**src/sv/acc_pkg.sv**
```systemverilog
`timescale 1ns / 1ps
// ----------------------------------------------------------------------------
// acc_pkg
// Types, codes and digit helpers shared by the alarm clock controller.
// ----------------------------------------------------------------------------
package acc_pkg;

  localparam logic [7:0] TICKS_PER_SECOND_RESET = 8'd50;
  localparam logic [5:0] SECOND_MAX  = 6'd59;
  localparam logic [5:0] MINUTE_MAX  = 6'd59;
  localparam logic [4:0] HOUR_MAX    = 5'd23;
  localparam logic [5:0] TENS_WRAP   = 6'd50;
  localparam logic [5:0] TENS_STEP   = 6'd10;
  localparam logic [5:0] ONES_WRAP   = 6'd9;

  localparam logic [1:0] FUNC_TICK    = 2'd0;
  localparam logic [1:0] FUNC_RELEASE = 2'd1;
  localparam logic [1:0] FUNC_HOLD    = 2'd2;

  localparam logic [1:0] KEY_MODE   = 2'd0;
  localparam logic [1:0] KEY_CHANGE = 2'd2;

  localparam logic [1:0] CUR_HOUR        = 2'd0;
  localparam logic [1:0] CUR_MINUTE_TENS = 2'd1;
  localparam logic [1:0] CUR_MINUTE_ONES = 2'd2;

  typedef enum logic [1:0] {
    RUN_CLOCK     = 2'd0,
    RUN_EDIT_TIME = 2'd1,
    RUN_EDIT_WAKE = 2'd2
  } mode_t;

  typedef struct packed {
    logic [1:0] func;
    logic [1:0] key_id;
    logic       alarm_enable;
  } item_t;

  typedef struct packed {
    logic [1:0] run_mode;
    logic [1:0] cursor;
    logic [4:0] display_hour;
    logic [5:0] display_minute;
    logic [5:0] display_second;
    logic       seconds_shown;
    logic       beep_on;
    logic       second_edge;
  } result_t;

  typedef struct packed {
    logic [4:0] hour;
    logic [5:0] minute;
  } hm_t;

  typedef struct packed {
    logic [7:0] tick_count;
    logic [4:0] clock_hour;
    logic [5:0] clock_minute;
    logic [5:0] clock_second;
    hm_t        pending;
    hm_t        wake;
    mode_t      mode;
    logic [1:0] cursor;
    logic       beeping;
  } acc_state_t;

  function automatic logic ones_is_nine(logic [5:0] m);
    logic r;
    case (m) inside
      6'd9, 6'd19, 6'd29, 6'd39, 6'd49, 6'd59: r = 1'b1;
      default:                                 r = 1'b0;
    endcase
    return r;
  endfunction

  function automatic hm_t step_digit(hm_t t, logic [1:0] pos);
    hm_t r;
    r = t;
    case (pos)
      CUR_HOUR:        r.hour = (t.hour >= HOUR_MAX) ? 5'd0 : t.hour + 5'd1;
      CUR_MINUTE_TENS: r.minute = (t.minute >= TENS_WRAP) ? t.minute - TENS_WRAP
                                                          : t.minute + TENS_STEP;
      CUR_MINUTE_ONES: r.minute = ones_is_nine(t.minute) ? t.minute - ONES_WRAP
                                                         : t.minute + 6'd1;
      default:         r = t;
    endcase
    return r;
  endfunction

endpackage

```
**src/sv/acc_in_if.sv**
```systemverilog
`timescale 1ns / 1ps
// ----------------------------------------------------------------------------
// acc_in_if
// Input item channel: tick or key event, valid/ready handshake.
// ----------------------------------------------------------------------------
interface acc_in_if;
  logic       valid;
  logic       ready;
  logic [1:0] func;
  logic [1:0] key_id;
  logic       alarm_enable;

  modport source (output valid, func, key_id, alarm_enable, input ready);
  modport sink   (input valid, func, key_id, alarm_enable, output ready);
endinterface

```
**src/sv/acc_out_if.sv**
```systemverilog
`timescale 1ns / 1ps
// ----------------------------------------------------------------------------
// acc_out_if
// Result channel: display values per item, valid/ready handshake.
// ----------------------------------------------------------------------------
interface acc_out_if;
  logic       valid;
  logic       ready;
  logic [1:0] run_mode;
  logic [1:0] cursor;
  logic [4:0] display_hour;
  logic [5:0] display_minute;
  logic [5:0] display_second;
  logic       seconds_shown;
  logic       beep_on;
  logic       second_edge;

  modport source (output valid, run_mode, cursor, display_hour, display_minute,
                  display_second, seconds_shown, beep_on, second_edge,
                  input ready);
  modport sink   (input valid, run_mode, cursor, display_hour, display_minute,
                  display_second, seconds_shown, beep_on, second_edge,
                  output ready);
endinterface

```
**src/sv/alarm_clock_controller.sv**
```systemverilog
`timescale 1ns / 1ps
// ----------------------------------------------------------------------------
// alarm_clock_controller
// hh:mm:ss alarm clock driven by tick and key items, one result per item.
// ----------------------------------------------------------------------------
// Pipeline: each item passes an input register, then a result register.
// Throughput: one item per cycle while the result sink takes each result; the
//   state update is combinational and is registered when the item advances.
// Reset (rst, synchronous): clock, pending and alarm times to 00:00, normal
//   mode, cursor on hour, alarm silent, ticks_per_second to 50.
module alarm_clock_controller (
  input  logic              clk,
  input  logic              rst,
  acc_in_if.sink            item,
  acc_out_if.source         result,
  input  logic              cfg_we,
  input  logic [7:0]        cfg_data
);
  import acc_pkg::*;

  logic       [7:0] ticks_per_second;
  item_t            in_item;
  logic             in_valid;
  acc_state_t       state;
  acc_state_t       state_next;
  result_t          res_next;
  result_t          res_reg;
  logic             res_valid;
  logic             advance;

  assign advance    = in_valid && (!res_valid || result.ready);
  assign item.ready = !in_valid || advance;

  acc_step u_step (
    .state            (state),
    .item             (in_item),
    .ticks_per_second (ticks_per_second),
    .state_next       (state_next),
    .result           (res_next)
  );

  always_ff @(posedge clk) begin
    if (rst) begin
      ticks_per_second <= TICKS_PER_SECOND_RESET;
      in_valid         <= 1'b0;
      res_valid        <= 1'b0;
      state            <= '0;
    end else begin
      if (cfg_we) ticks_per_second <= cfg_data;
      if (item.ready) in_valid <= item.valid;
      if (advance) begin
        state     <= state_next;
        res_valid <= 1'b1;
      end else if (result.ready) begin
        res_valid <= 1'b0;
      end
    end
    if (item.valid && item.ready) begin
      in_item.func         <= item.func;
      in_item.key_id       <= item.key_id;
      in_item.alarm_enable <= item.alarm_enable;
    end
    if (advance) res_reg <= res_next;
  end

  assign result.valid          = res_valid;
  assign result.run_mode       = res_reg.run_mode;
  assign result.cursor         = res_reg.cursor;
  assign result.display_hour   = res_reg.display_hour;
  assign result.display_minute = res_reg.display_minute;
  assign result.display_second = res_reg.display_second;
  assign result.seconds_shown  = res_reg.seconds_shown;
  assign result.beep_on        = res_reg.beep_on;
  assign result.second_edge    = res_reg.second_edge;

  a_clock_second_range: assert property (@(posedge clk) disable iff (rst)
    state.clock_second <= SECOND_MAX)
    else $error("clock second out of range");

  a_edge_clears_count: assert property (@(posedge clk) disable iff (rst)
    advance && res_next.second_edge |=> state.tick_count == 8'd0)
    else $error("tick count not cleared on second edge");

  a_beep_starts_on_edge: assert property (@(posedge clk) disable iff (rst)
    $rose(state.beeping) |-> $past(advance && res_next.second_edge))
    else $error("alarm started off a second edge");

  a_stall_blocks_input: assert property (@(posedge clk) disable iff (rst)
    in_valid && res_valid && !result.ready |-> !item.ready)
    else $error("input taken while pipeline stalled");

endmodule

```
**src/sv/acc_step.sv**
```systemverilog
`timescale 1ns / 1ps
// ----------------------------------------------------------------------------
// acc_step
// Next-state and display logic for one tick or key event.
// ----------------------------------------------------------------------------
module acc_step (
  input  acc_pkg::acc_state_t state,
  input  acc_pkg::item_t      item,
  input  logic [7:0]          ticks_per_second,
  output acc_pkg::acc_state_t state_next,
  output acc_pkg::result_t    result
);
  import acc_pkg::*;

  logic [7:0] tick_inc;
  logic       edge_hit;
  logic [5:0] sec_adv;
  logic [5:0] min_adv;
  logic [4:0] hour_adv;
  mode_t      mode_adv;
  hm_t        shown;

  assign tick_inc = state.tick_count + 8'd1;
  assign edge_hit = (item.func == FUNC_TICK) && (tick_inc == ticks_per_second);

  always_comb begin
    sec_adv  = state.clock_second + 6'd1;
    min_adv  = state.clock_minute;
    hour_adv = state.clock_hour;
    if (state.clock_second >= SECOND_MAX) begin
      sec_adv = 6'd0;
      if (state.clock_minute >= MINUTE_MAX) begin
        min_adv  = 6'd0;
        hour_adv = (state.clock_hour >= HOUR_MAX) ? 5'd0 : state.clock_hour + 5'd1;
      end else begin
        min_adv = state.clock_minute + 6'd1;
      end
    end
  end

  assign mode_adv = (state.mode == RUN_CLOCK)     ? RUN_EDIT_TIME :
                    (state.mode == RUN_EDIT_TIME) ? RUN_EDIT_WAKE : RUN_CLOCK;

  always_comb begin
    state_next = state;
    case (item.func)
      FUNC_TICK: begin
        state_next.tick_count = tick_inc;
        if (edge_hit) begin
          state_next.tick_count   = 8'd0;
          state_next.clock_second = sec_adv;
          state_next.clock_minute = min_adv;
          state_next.clock_hour   = hour_adv;
          if (state.beeping) begin
            if (!item.alarm_enable) state_next.beeping = 1'b0;
          end else if (hour_adv == state.wake.hour && min_adv == state.wake.minute &&
                       sec_adv == 6'd0 && item.alarm_enable) begin
            state_next.beeping = 1'b1;
          end
        end
      end
      FUNC_RELEASE: begin
        if (item.key_id == KEY_MODE) begin
          state_next.mode   = mode_adv;
          state_next.cursor = CUR_HOUR;
          if (mode_adv == RUN_EDIT_TIME) begin
            state_next.pending.hour   = state.clock_hour;
            state_next.pending.minute = state.clock_minute;
          end
        end else if (item.key_id == KEY_CHANGE) begin
          if (state.mode == RUN_EDIT_TIME)
            state_next.pending = step_digit(state.pending, state.cursor);
          else if (state.mode == RUN_EDIT_WAKE)
            state_next.wake = step_digit(state.wake, state.cursor);
        end
      end
      FUNC_HOLD: begin
        if (item.key_id == KEY_MODE) begin
          state_next.cursor = (state.cursor >= CUR_MINUTE_ONES) ? CUR_HOUR
                                                                : state.cursor + 2'd1;
        end else if (item.key_id == KEY_CHANGE && state.mode == RUN_EDIT_TIME) begin
          state_next.mode         = RUN_CLOCK;
          state_next.clock_hour   = state.pending.hour;
          state_next.clock_minute = state.pending.minute;
          state_next.clock_second = 6'd0;
        end
      end
      default: state_next = state;
    endcase
  end

  always_comb begin
    case (state_next.mode)
      RUN_EDIT_TIME: shown = state_next.pending;
      RUN_EDIT_WAKE: shown = state_next.wake;
      default: begin
        shown.hour   = state_next.clock_hour;
        shown.minute = state_next.clock_minute;
      end
    endcase
  end

  always_comb begin
    result.run_mode       = state_next.mode;
    result.cursor         = state_next.cursor;
    result.display_hour   = shown.hour;
    result.display_minute = shown.minute;
    result.seconds_shown  = (state_next.mode == RUN_CLOCK);
    result.display_second = (state_next.mode == RUN_CLOCK) ? state_next.clock_second
                                                           : 6'd0;
    result.beep_on        = state_next.beeping;
    result.second_edge    = edge_hit;
  end

endmodule

```
**src/flat_wrapper.sv**
```systemverilog
// flat-port wrapper written by rule: the top's interface ports become plain ports
module alarm_clock_controller_flat import acc_pkg::*;
  (clk, rst, cfg_we, cfg_data, item_valid, item_func, item_key_id, item_alarm_enable, item_ready, result_valid, result_run_mode, result_cursor, result_display_hour, result_display_minute, result_display_second, result_seconds_shown, result_beep_on, result_second_edge, result_ready);
  acc_in_if item_i ();
  acc_out_if result_i ();
  input  logic clk;
  input  logic rst;
  input  logic cfg_we;
  input  logic [7:0] cfg_data;
  input wire logic [$bits(item_i.valid)-1:0] item_valid;
  input wire logic [$bits(item_i.func)-1:0] item_func;
  input wire logic [$bits(item_i.key_id)-1:0] item_key_id;
  input wire logic [$bits(item_i.alarm_enable)-1:0] item_alarm_enable;
  output wire logic [$bits(item_i.ready)-1:0] item_ready;
  output wire logic [$bits(result_i.valid)-1:0] result_valid;
  output wire logic [$bits(result_i.run_mode)-1:0] result_run_mode;
  output wire logic [$bits(result_i.cursor)-1:0] result_cursor;
  output wire logic [$bits(result_i.display_hour)-1:0] result_display_hour;
  output wire logic [$bits(result_i.display_minute)-1:0] result_display_minute;
  output wire logic [$bits(result_i.display_second)-1:0] result_display_second;
  output wire logic [$bits(result_i.seconds_shown)-1:0] result_seconds_shown;
  output wire logic [$bits(result_i.beep_on)-1:0] result_beep_on;
  output wire logic [$bits(result_i.second_edge)-1:0] result_second_edge;
  input wire logic [$bits(result_i.ready)-1:0] result_ready;
  assign item_i.valid = item_valid;
  assign item_i.func = item_func;
  assign item_i.key_id = item_key_id;
  assign item_i.alarm_enable = item_alarm_enable;
  assign item_ready = item_i.ready;
  assign result_valid = result_i.valid;
  assign result_run_mode = result_i.run_mode;
  assign result_cursor = result_i.cursor;
  assign result_display_hour = result_i.display_hour;
  assign result_display_minute = result_i.display_minute;
  assign result_display_second = result_i.display_second;
  assign result_seconds_shown = result_i.seconds_shown;
  assign result_beep_on = result_i.beep_on;
  assign result_second_edge = result_i.second_edge;
  assign result_i.ready = result_ready;
  alarm_clock_controller u_core (.clk(clk), .rst(rst), .item(item_i), .result(result_i), .cfg_we(cfg_we), .cfg_data(cfg_data));
endmodule
```
**config.mk**
```make
export PLATFORM = sky130hd
export DESIGN_NAME = alarm_clock_controller_flat
export DESIGN_NICKNAME = d
export VERILOG_FILES = /design/src/sv/acc_pkg.sv /design/src/sv/acc_in_if.sv /design/src/sv/acc_out_if.sv /design/src/sv/alarm_clock_controller.sv /design/src/sv/acc_step.sv /design/src/flat_wrapper.sv
export SDC_FILE = /design/constraint.sdc
export NUM_CORES = 1
export LEC_CHECK = 0
export ABC_AREA = 1
export BUFFER_PORTS_ARGS = -buffer_cell sky130_fd_sc_hd__buf_2
export CORE_MARGIN = 1.5
export CORE_UTILIZATION = 50
export CTS_CLUSTER_SIZE = 20
export DETAILED_ROUTE_END_ITERATION = 10
export PLACE_DENSITY = 0.72
export SYNTH_ARGS = -nofsm -noshare
export SYNTH_HDL_FRONTEND = slang
export SYNTH_SLANG_ARGS = --single-unit
```
**constraint.sdc**
```tcl
create_clock -name clk -period 6.7 [get_ports clk]
set_input_delay 0.67 -clock clk [delete_from_list [all_inputs] [get_ports clk]]
set_output_delay 0.67 -clock clk [all_outputs]
set_load 0.005 [all_outputs]
```
==> results <==
- The top cell type by area accounts for 18.11% of the synthesized area.
- Static timing analysis puts the maximum clock frequency at 284.0 MHz.
- The cell leakage power is 3.459 nW.
- The net count of the finished layout is 1130.
- Data on the critical path is required at its endpoint by 6.80 ns.
- The smallest hold slack is 0.4686 ns.
- The routed length per placed instance is 15.07 um.
- In the synthesized netlist the async set-or-reset flop fraction comes to 0%.
- The via count is 7030.
- Across the routed clock network, the largest skew measured is 0.005168 ns.
- The global-route wire length before repair is 31460 um.
- The signed area change from the synthesized netlist to the final layout is 8.085%.
- The floorplan has 42 rows.
- The top-level port count is 44.
- The detailed router finished its first iteration with 600 violations.
- Setup repair after global routing left no endpoint under its margin.
- The path class of the tightest hold or removal check is reg2reg.
- The clock root buffer master is clkbuf_16.
- The slew at the pin with the worst max-slew slack is 0.8566 ns.
- The share of the Yosys chip area taken by registers is 30.81%.
- No sink is reached through more buffers than the 2 on the longest clock path.
- The number of flops mapped to enable cells by yosys is 29.
- The post-synthesis instance total is 1063.
- The chip width is 120.1 um.
- The clock tree from TritonCTS is built.
- The H-tree depth is 3.
- The via count of the first global-routing pass is 6340.
- Counting every net in the synthesized netlist gives 1112.
- The initial antenna violation count is 0.
- The type of the setup path with the least slack is reg2reg.
- Walking the worst path, the cells encountered are nor2_1, clkinv_1, a21oi_1, o211ai_1, o21ai_0, inv_1, ha_1, inv_1, nand2_1, nand2_1.
- The number of warnings printed during yosys synthesis is 0.
- In this run the standard cell core region covers 0.01330 mm^2.
- The number of instances in the placed design is 1246.
- The buffer count from post-CTS setup fixing is 0.
- STA puts the critical path data arrival time at 3.62 ns.
- The insertion delay to the later sink of the worst-skew pair is 0.35 ns.
- After synthesis the netlist holds a flip-flop and latch count of 91.
- Yosys attributes the largest share of cell area to dfxtp_1 (18%), nand2_1 (17%), edfxtp_1 (13%).
- The leading register cell type out of synthesis is dfxtp_1.
- The category of cells accounting for the largest share of critical-path delay is buffers and inverters.
- The hold violation count in the final report is 0.
- Of all nets on the critical path, the largest fanout is 14.
- dfxtp_1 takes more of the synthesized area than any other cell.
- The stage delay of the slowest cell on the critical path is 0.68 ns.
- The hold-fix buffer count after cts is 0.
- The startpoint type of the worst setup path is a flop.
- The die area is 0.01442 mm^2.
- Entering global routing, the biggest net connects 66 pins.
- The wire-length estimate of the detail-placed layout is 13780 um.
- The number of slew-limit violations in the final report was 0.
- The total overflow left after global routing is 0.
- The non-filler instance count after layout is 1262.
- The weighted congestion reported at the end of routability-driven placement is 0.9269.
- Clock-pin slew was measured on the worst setup and hold paths at 0.06 ns.
- The buffer and inverter count on the worst path is 3.
- The run finished with clean final reports.
- After detailed routing, the number of vias per cell comes to 5.571.
- The number of gates given a new drive strength after cts is 0.
- In the post-synthesis netlist, the cell with the most instances is nand2_1.
- The initial cell density of the core is 51.56%.
- Yosys mapped the design onto 44 distinct sky130hd cell types.
- STA classifies the critical path endpoint as a flop.
- In this run the tool buffered the top-level ports with 43 buffer cells.
- The number of nets still failing antenna checks after routing is 0.
- Clock tree synthesis inserted a total of 9 buffers.
- For this design the ratio of total power to cell area is 192.1 mW/mm^2.
- For this run, the total global-route usage over all layers was measured as 27.49%.
- The count of clock tree sinks is 91.
- The layout cell share with drive strength beyond 1 is 8.287%.
- In this run the cell area of the synthesized design comes to 0.006855 mm^2.
- The wire length after detailed routing is 19010 um.
- Summed over all failing endpoints, the final setup total negative slack is 0 ns.
- Once layout is complete, the utilization of the core stands at 55.73%.
- Setup violations remaining at the end of the flow were counted as 0.
- The commonest cells after synthesis are nand2_1 (317), inv_1 (128), nand3_1 (96), a21oi_1 (94), o21ai_0 (81).
- The max-capacitance violation count is 0.
- Among all stages on the critical path, the largest delay is contributed by nor2_1.
- The clock period minus worst slack is 3.521 ns.
- For this run, the detailed router's first-pass iteration total came to 8.
- In the routed design, unresolved DRC markers number 0.
- The maximum ir drop on the vdd rail is 0.0001359 V.
- Headroom to the max-slew limit came out at 42.68%.
- The die is 120.1 um tall.
- The average instance in the mapped netlist occupies 6.449 um^2.
- The final worst-path cycle share is 52.55%.
- The diode insertion count for antenna repair is 0.
worst min-delay path: cells and delay by family (launching register included):
| family | cells | cell delay [ns] |
|---|---|---|
| flops | 1 | 0.31 |
| buf+inv | 1 | 0.06 |
| compound gates | 1 | 0.05 |
layout make-up:
cell class / instances / area (um^2)
clock inverters: 4 / 23.77
well taps: 176 / 220.2
clock buffers: 12 / 266.5
multi-input cells: 800 / 4050
flip-flops and latches: 91 / 2112
repair buffers: 46 / 237.7
inverters: 133 / 499.2
fillers: 1347 / 5886
sequential cells by signal, indices dropped and copies added (netlist names):
| name | cells |
|---|---|
| u_core.result.display_minute | 6 |
| u_core.result.cursor | 2 |
| u_core.state | 52 |
| u_core.result.beep_on | 1 |
| u_core.ticks_per_second | 8 |
| u_core.in_item | 5 |
| u_core.result.display_second | 6 |
| u_core.result.run_mode | 2 |
| u_core.result.valid | 1 |
| u_core.in_valid | 1 |
| u_core.result.seconds_shown | 1 |
| u_core.result.second_edge | 1 |
| u_core.result.display_hour | 5 |
layer usage:
metal | vias to the layer above | share of wire [%] | GRT usage, %
met1 | 3139 | 45 | 37.18
met4 | 0 | 3.5 | 12.72
met5 | - | 0 | 0
met3 | 49 | 7.5 | 5.038
li1 | 3538 | - | -
met2 | 304 | 44 | 42.54
cell families after synthesis:
logic type                 Yosys count  synth area share, %
and+or+nand+nor                    530                33.00
xor gates and xnor gates            24                3.285
buffers and inverters              172                10.11
AOI/OAI and AO/OA                  215                17.14
adders and majority gates           31                5.658
DFF                                 91                30.81
worst paths after layout:
check	slack, ns	to	cells after the start	from
worst max-delay path	3.18	u_core.result.display_minute[2]	10	u_core.in_item[2]
worst min-delay path	0.47	u_core.ticks_per_second[7]	2	u_core.ticks_per_second[7]
worst max register to register	3.18	u_core.result.display_minute[2]	10	u_core.in_item[2]
worst min register to register	0.47	u_core.ticks_per_second[7]	2	u_core.ticks_per_second[7]
cells in the final DEF, fill, tap and decap left out, types with 2 or more instances in the layout:
cell type,netlist,routed
dfxtp_1,62,62
nand2_1,317,317
inv_1,128,127
nand3_1,96,96
nor3_1,6,6
nor2_2,5,5
buf_2,11,43
a31oi_1,6,6
nor2_1,77,77
o211ai_1,9,9
xor2_1,20,20
o21ai_0,81,81
inv_2,4,5
or2_2,2,2
nand3b_1,4,4
clkbuf_8,0,3
xnor2_1,3,3
nand4_1,8,8
edfxtp_1,29,29
buf_4,2,3
ha_1,31,31
a22oi_1,13,13
clkbuf_16,0,9
clkinv_2,0,3
a211oi_1,4,4
nand3_2,9,9
a21oi_1,94,94
metrics by stage:
step                      setup WS [ns]  cell area [um^2]  power [mW]
after detailed placement          3.243              7119      0.9319
after global routing              2.835              7410       1.502
final                             3.179              7410       1.423
after floorplan                   4.163              6855      0.8511
after global placement            3.366              7119      0.9286
after CTS                         3.256              7410       1.429
power breakdown:
group          leakage (nW)  switching, mW  internal, mW
sequential            0.788         0.0421         0.606
combinational          2.52          0.188        0.0911
clock                 0.148          0.216         0.281
No activity file was read; power rests on OpenSTA's default activity.
